### src/rtl/b64d_pkg.sv
package b64d_pkg;

    localparam logic [7:0] CHAR_PAD  = 8'h3D;
    localparam logic [7:0] CHAR_CR   = 8'h0D;
    localparam logic [7:0] CHAR_LF   = 8'h0A;
    localparam logic [7:0] ASCII_MAX = 8'd127;
    localparam logic [6:0] PAD_VALUE = 7'd64;
    localparam logic [5:0] SYM_MASK  = 6'h3F;

    typedef enum logic [1:0] {
        KIND_DATA  = 2'd0,
        KIND_END   = 2'd1,
        KIND_ERROR = 2'd2
    } kind_t;

    typedef struct packed {
        logic       ok;
        logic       pad;
        logic [5:0] val;
    } sym_t;

    typedef struct packed {
        logic [7:0] data;
        kind_t      kind;
    } result_t;

    typedef struct packed {
        logic [2:0]    count;
        result_t [3:0] res;
    } group_t;

    function automatic sym_t symbol_map(input logic [7:0] c);
        sym_t s;
        s.ok  = 1'b1;
        s.pad = 1'b0;
        s.val = '0;
        if (c > ASCII_MAX) begin
            s.ok = 1'b0;
        end else if (c >= 8'h41 && c <= 8'h5A) begin
            s.val = 6'(c - 8'h41);
        end else if (c >= 8'h61 && c <= 8'h7A) begin
            s.val = 6'(c - 8'h61 + 8'd26);
        end else if (c >= 8'h30 && c <= 8'h39) begin
            s.val = 6'(c - 8'h30 + 8'd52);
        end else if (c == 8'h2B) begin
            s.val = 6'd62;
        end else if (c == 8'h2F) begin
            s.val = 6'd63;
        end else if (c == CHAR_PAD) begin
            s.pad = 1'b1;
            s.val = 6'(PAD_VALUE) & SYM_MASK;
        end else begin
            s.ok = 1'b0;
        end
        return s;
    endfunction

endpackage

### src/rtl/b64d_decode.sv
module b64d_decode (
    input  logic            aclk,
    input  logic            aresetn,
    input  logic            s_valid,
    output logic            s_ready,
    input  logic [7:0]      s_in_char,
    input  logic            s_in_last,
    output logic            grp_valid,
    input  logic            grp_ready,
    output b64d_pkg::group_t grp
);
    import b64d_pkg::*;

    logic        in_valid_reg;
    logic [7:0]  in_char_reg;
    logic        in_last_reg;
    logic        pop;

    logic [23:0] acc_reg, acc_next;
    logic [1:0]  sym_cnt_reg, sym_cnt_next;
    logic [1:0]  pad_cnt_reg, pad_cnt_next;
    logic        pend_reg, pend_next;
    logic        err_reg, err_next;

    assign pop       = in_valid_reg && grp_ready;
    assign s_ready   = !in_valid_reg || pop;
    assign grp_valid = in_valid_reg;

    always_ff @(posedge aclk) begin
        if (!aresetn) begin
            in_valid_reg <= 1'b0;
        end else if (s_ready) begin
            in_valid_reg <= s_valid;
        end
        if (s_ready && s_valid) begin
            in_char_reg <= s_in_char;
            in_last_reg <= s_in_last;
        end
    end

    always_comb begin
        sym_t       s;
        logic       bad;
        logic       emit;
        logic [1:0] k;
        logic [1:0] ndata;
        logic [7:0] b [3];
        s            = symbol_map(in_char_reg);
        bad          = 1'b0;
        emit         = 1'b0;
        k            = '0;
        ndata        = '0;
        b            = '{default: '0};
        acc_next     = acc_reg;
        sym_cnt_next = sym_cnt_reg;
        pad_cnt_next = pad_cnt_reg;
        pend_next    = pend_reg;
        err_next     = err_reg;
        grp          = '0;

        if (err_reg) begin
            if (in_last_reg) begin
                err_next = 1'b0;
                acc_next = '0;
                sym_cnt_next = '0;
                pad_cnt_next = '0;
                pend_next = 1'b0;
            end
        end else begin
            if (pend_reg) begin
                pend_next = 1'b0;
                bad = (in_char_reg != CHAR_LF);
            end else if (in_char_reg == CHAR_CR) begin
                if (in_last_reg) bad = 1'b1;
                else pend_next = 1'b1;
            end else if (in_char_reg != CHAR_LF) begin
                if (!s.ok) begin
                    bad = 1'b1;
                end else if (s.pad) begin
                    if (pad_cnt_reg >= 2'd2) bad = 1'b1;
                    else pad_cnt_next = pad_cnt_reg + 2'd1;
                end else if (pad_cnt_reg != 2'd0) begin
                    bad = 1'b1;
                end
                if (!bad) begin
                    acc_next = {acc_reg[17:0], s.val & SYM_MASK};
                    if (sym_cnt_reg == 2'd3) begin
                        sym_cnt_next = '0;
                        emit = 1'b1;
                    end else begin
                        sym_cnt_next = sym_cnt_reg + 2'd1;
                    end
                end
            end

            k     = 2'd3 - pad_cnt_next;
            ndata = emit ? k : 2'd0;
            b[0]  = acc_next[23:16];
            b[1]  = acc_next[15:8];
            b[2]  = acc_next[7:0];
            for (int i = 0; i < 3; i++) begin
                grp.res[i].data = b[i];
                grp.res[i].kind = KIND_DATA;
            end

            if (bad) begin
                grp.res[0].data = '0;
                grp.res[0].kind = KIND_ERROR;
                grp.count = 3'd1;
                err_next = 1'b1;
            end else if (in_last_reg) begin
                grp.res[ndata].data = '0;
                grp.res[ndata].kind = KIND_END;
                grp.count = {1'b0, ndata} + 3'd1;
            end else begin
                grp.count = {1'b0, ndata};
            end

            if (in_last_reg) begin
                err_next = 1'b0;
                acc_next = '0;
                sym_cnt_next = '0;
                pad_cnt_next = '0;
                pend_next = 1'b0;
            end
        end
    end

    always_ff @(posedge aclk) begin
        if (!aresetn) begin
            acc_reg     <= '0;
            sym_cnt_reg <= '0;
            pad_cnt_reg <= '0;
            pend_reg    <= 1'b0;
            err_reg     <= 1'b0;
        end else if (pop) begin
            acc_reg     <= acc_next;
            sym_cnt_reg <= sym_cnt_next;
            pad_cnt_reg <= pad_cnt_next;
            pend_reg    <= pend_next;
            err_reg     <= err_next;
        end
    end

endmodule

### src/rtl/b64d_serializer.sv
module b64d_serializer (
    input  logic             aclk,
    input  logic             aresetn,
    input  logic             grp_valid,
    output logic             grp_ready,
    input  b64d_pkg::group_t grp,
    output logic             m_valid,
    input  logic             m_ready,
    output logic [7:0]       m_out_byte,
    output logic [1:0]       m_out_kind,
    output logic             m_out_last
);
    import b64d_pkg::*;

    group_t     grp_reg;
    logic [1:0] idx_reg;
    logic       valid_reg;
    logic       at_end;
    logic       load;

    assign at_end    = ({1'b0, idx_reg} == grp_reg.count - 3'd1);
    assign grp_ready = !valid_reg || (m_ready && at_end);
    assign load      = grp_valid && grp_ready;

    assign m_valid    = valid_reg;
    assign m_out_byte = grp_reg.res[idx_reg].data;
    assign m_out_kind = grp_reg.res[idx_reg].kind;
    assign m_out_last = at_end;

    always_ff @(posedge aclk) begin
        if (!aresetn) begin
            valid_reg <= 1'b0;
            idx_reg   <= '0;
        end else if (load) begin
            valid_reg <= (grp.count != 3'd0);
            idx_reg   <= '0;
        end else if (valid_reg && m_ready) begin
            if (at_end) begin
                valid_reg <= 1'b0;
            end
            idx_reg <= idx_reg + 2'd1;
        end
        if (load) begin
            grp_reg <= grp;
        end
    end

endmodule

### src/rtl/base64_stream_decoder_core.sv
// A character is held in the input stage, its results in the result register.
// Throughput: one character per cycle while each yields at most one result
// and m_ready is high; extra results hold the result register until taken.
// Reset: aresetn is synchronous, active low; it clears the decoder state,
// the input stage and the result register.
module base64_stream_decoder_core (
    input  logic       aclk,
    input  logic       aresetn,
    input  logic       s_valid,
    output logic       s_ready,
    input  logic [7:0] s_in_char,
    input  logic       s_in_last,
    output logic       m_valid,
    input  logic       m_ready,
    output logic [7:0] m_out_byte,
    output logic [1:0] m_out_kind,
    output logic       m_out_last
);
    import b64d_pkg::*;

    logic   grp_valid;
    logic   grp_ready;
    group_t grp;

    b64d_decode u_decode (
        .aclk      (aclk),
        .aresetn   (aresetn),
        .s_valid   (s_valid),
        .s_ready   (s_ready),
        .s_in_char (s_in_char),
        .s_in_last (s_in_last),
        .grp_valid (grp_valid),
        .grp_ready (grp_ready),
        .grp       (grp)
    );

    b64d_serializer u_serializer (
        .aclk       (aclk),
        .aresetn    (aresetn),
        .grp_valid  (grp_valid),
        .grp_ready  (grp_ready),
        .grp        (grp),
        .m_valid    (m_valid),
        .m_ready    (m_ready),
        .m_out_byte (m_out_byte),
        .m_out_kind (m_out_kind),
        .m_out_last (m_out_last)
    );

endmodule
### config.mk
export PLATFORM = sky130hd
export DESIGN_NAME = base64_stream_decoder_core
export DESIGN_NICKNAME = d
export VERILOG_FILES = /design/src/rtl/b64d_pkg.sv /design/src/rtl/b64d_decode.sv /design/src/rtl/b64d_serializer.sv /design/src/rtl/base64_stream_decoder_core.sv
export SDC_FILE = /design/constraint.sdc
export NUM_CORES = 1
export LEC_CHECK = 0
export BUFFER_PORTS_ARGS = -buffer_cell sky130_fd_sc_hd__buf_2
export CAP_MARGIN = 20
export CORE_MARGIN = 2
export CORE_UTILIZATION = 39
export CTS_CLUSTER_DIAMETER = 120
export DETAILED_ROUTE_END_ITERATION = 10
export HOLD_SLACK_MARGIN = 0.15
export SYNTH_ARGS = -nofsm -noshare
export SYNTH_HDL_FRONTEND = slang
export SYNTH_HIERARCHICAL = 1
export SYNTH_SLANG_ARGS = --single-unit
### constraint.sdc
create_clock -name aclk -period 3.6 [get_ports aclk]
set_input_delay 0.18 -clock aclk [delete_from_list [all_inputs] [get_ports aclk]]
set_output_delay 0.18 -clock aclk [all_outputs]
set_load 0.01 [all_outputs]
==> impl_metrics.yaml <==
outcome:
  status: "completed"
logic_synthesis:
  ys.flop_type: "edfxtp_1"
  yosysSeqAreaShare: 0.4983
  synth_common_cells: "64 x nand2_1, 52 x edfxtp_1, 34 x dfxtp_1"
  synth_warnings: 6
  synth_seq_cells: 86
  syn_inst: 425
  yosys.area.top_type: "edfxtp_1"
  netlist_area_um2: 4499
  ys_types: 62
  synth.area.top_cells: "edfxtp_1 35%, dfxtp_1 15%, nand2_1 5.3%"
  async_reset_ff_frac: 0
  synth_top_area_frac: 0.3471
  syn_area_per_cell_um2: 10.59
  yosysMostFrequentCell: "nand2_1"
  synth_edf_count: 52
detailed_routing:
  drtAntennaViolNets: 0
  vias: 3273
  drc: 0
  wl_per_cell_um: 15.25
  via_per_inst: 5.348
  drtIter0Drc: 185
  totalWireLength_um: 9330
  drt_first_pass_iters: 5
global_routing:
  track_usage: 0.1555
  grt_pass1_wl_um: 15610
  grt_overflow_total: 0
  antenna_found_initial: 0
  grt_pass1_vias: 3111
  grt_start_max_net_pins: 42
clock_tree:
  h-tree-depth: 3
  cts_root_buf: "clkbuf_16"
  postCtsHoldBufs: 11
  post_cts_buffers: 0
  cts_resized: 0
  insertion_delay_ns: 0.34
  cts_buffers: 9
  clock-sinks: 86
  cts_tree: "yes"
  clockBufferDepth: 2
  clk_pin_slew_worst_paths_ns: 0.06
die:
  rows: 39
  die-area_um2: 12410
  die_h_um: 111.4
  start_util: 0.3974
  io_pins: 26
  coreArea_um2: 11320
  die_x_um: 111.4
worst_setup_path:
  crit_arrival_ns: 3.54
  crit_path_end_kind: "register"
  crit_required_ns: 3.81
  crit_fanout: 9
  crit_type: "reg2reg"
  critPathLaunchType: "register"
sta:
  skew_ns: 0.005880
  worst_pin_slew_ns: 0.7499
  period_needed_ns: 3.329
  fmax_mhz: 300.4
  finalMaxSlewViolations: 0
  hold_viol_final: 0
  setup_violations: 0
  tns_ns: 0
  min_period_over_period: 0.9246
  relSlewSlack: 0.4948
  rsz0062_at_grt: "no"
placed_design:
  place.gp.congestion: 0.9143
  placement.cell_area_um2: 4741
  port_buffers: 25
  hpwl_um: 6326
power_and_ir_drop:
  ir_drop_uv: 238.6
  power_density_nw_per_um2: 420.6
  leakagePower_nw: 1.879
cells_and_area:
  nFillCells: 1058
  antennaDiodeCount: 0
  syn2layout_area_growth_pct: 13.60
  drive_above_1_share: 0.1450
  stdcell_area_um2: 5111
  fin_nets: 494
  largest_reg_flops: 43
  multi_input_area_um2: 2026
  regArea_um2: 2242
flow_run:
  maxCapViolCount: 0
worst_hold_path:
  hp-class: "in2reg"
[metal layers]
layer / share of wire / GRT usage
met5: 0 / 0
met4: 0.018 / 0.05679
met3: 0.041 / 0.03321
met2: 0.46 / 0.2411
met1: 0.48 / 0.2166
[placed cells by master (no fill, tap or decap), types with 3 or more instances in the layout]
| master | Yosys | final |
|---|---|---|
| a211oi_1 | 5 | 5 |
| dfxtp_1 | 34 | 34 |
| buf_4 | 18 | 12 |
| o21ai_0 | 18 | 18 |
| o211ai_1 | 3 | 3 |
| and2_1 | 9 | 8 |
| nand3_1 | 10 | 10 |
| buf_2 | 9 | 25 |
| nor2_1 | 21 | 21 |
| ha_1 | 17 | 17 |
| dlygate4sd3_1 | 0 | 11 |
| nand2b_1 | 6 | 6 |
| a21oi_1 | 29 | 29 |
| inv_1 | 21 | 21 |
| conb_1 | 1 | 11 |
| clkbuf_16 | 0 | 9 |
| nand2_1 | 64 | 64 |
| nor2b_1 | 4 | 4 |
| nor3_1 | 8 | 8 |
| mux4_2 | 10 | 10 |
| edfxtp_1 | 52 | 52 |
| a22o_1 | 20 | 20 |
| and3_1 | 10 | 10 |
[area by class of cell]
type                       instances  share of cell area
multi-input combinational        298              0.3963
clock buffer                      11             0.04553
sequential                        86              0.4387
clock inverter                     5            0.005386
inverter                          21             0.01542
timing repair buffer              48             0.06365
tap                              143             0.03501
[power by group]
part | switching (W) | internal, W | leakage, nW
Sequential | 0.0000242 | 0.00108 | 0.777
Combinational | 0.000137 | 0.0000850 | 0.982
Clock | 0.000361 | 0.000461 | 0.121
[critical path, stage by stage (launching register included)]
cell and delay, ns:
edfxtp_1 0.52, inv_1 0.16, ha_1 0.27, a21o_1 0.20
o211a_1 0.12, o32a_1 0.36, o21a_1 0.16, nor2_2 0.17
nand3_1 0.16, ha_1 0.31, nor2_1 0.04, a41o_1 0.22
and3_1 0.20, o31ai_1 0.24, a21oi_1 0.09
[through the flow]
stage,util,hold slack (ns),instances,total power (W),setup slack (ns)
floorplan,-,0.2789,435,0.001282,0.2946
CTS,0.4515,0.1849,612,0.002173,0.3117
global placement,0.4188,0.3571,585,0.001338,0.4333
finish,0.4515,0.1956,612,0.002150,0.2713
detailed placement,0.4188,0.3581,585,0.001340,0.3523
global route,0.4515,0.2357,612,0.002240,0.002678
[cells by family after synthesis]
kind of cell             after synthesis  share of synthesized area
adder cells (fa/ha/maj)               17                    0.04727
multiplexers                          10                    0.05006
buffers and inverters                 51                    0.06007
AO/OA/AOI/OAI                        107                     0.1749
XOR/XNOR                               4                   0.009457
flip-flops                            86                     0.4983
other                                  1                  0.0008335
AND/OR/NAND/NOR                      149                     0.1591
[worst paths after layout]
path	from	endpoint	slack (ns)	cells past startpoint
setup / recovery	u_decode/in_char_reg[2]	u_serializer/m_valid	0.27	14
hold reg to reg	u_decode/acc_reg[19]	u_decode/acc_reg[19]	0.48	1
hold / removal	m_ready	u_serializer/idx_reg[0]	0.20	4
setup reg to reg	u_decode/in_char_reg[2]	u_serializer/m_valid	0.27	14
No activity file was read; power rests on OpenSTA's default activity.
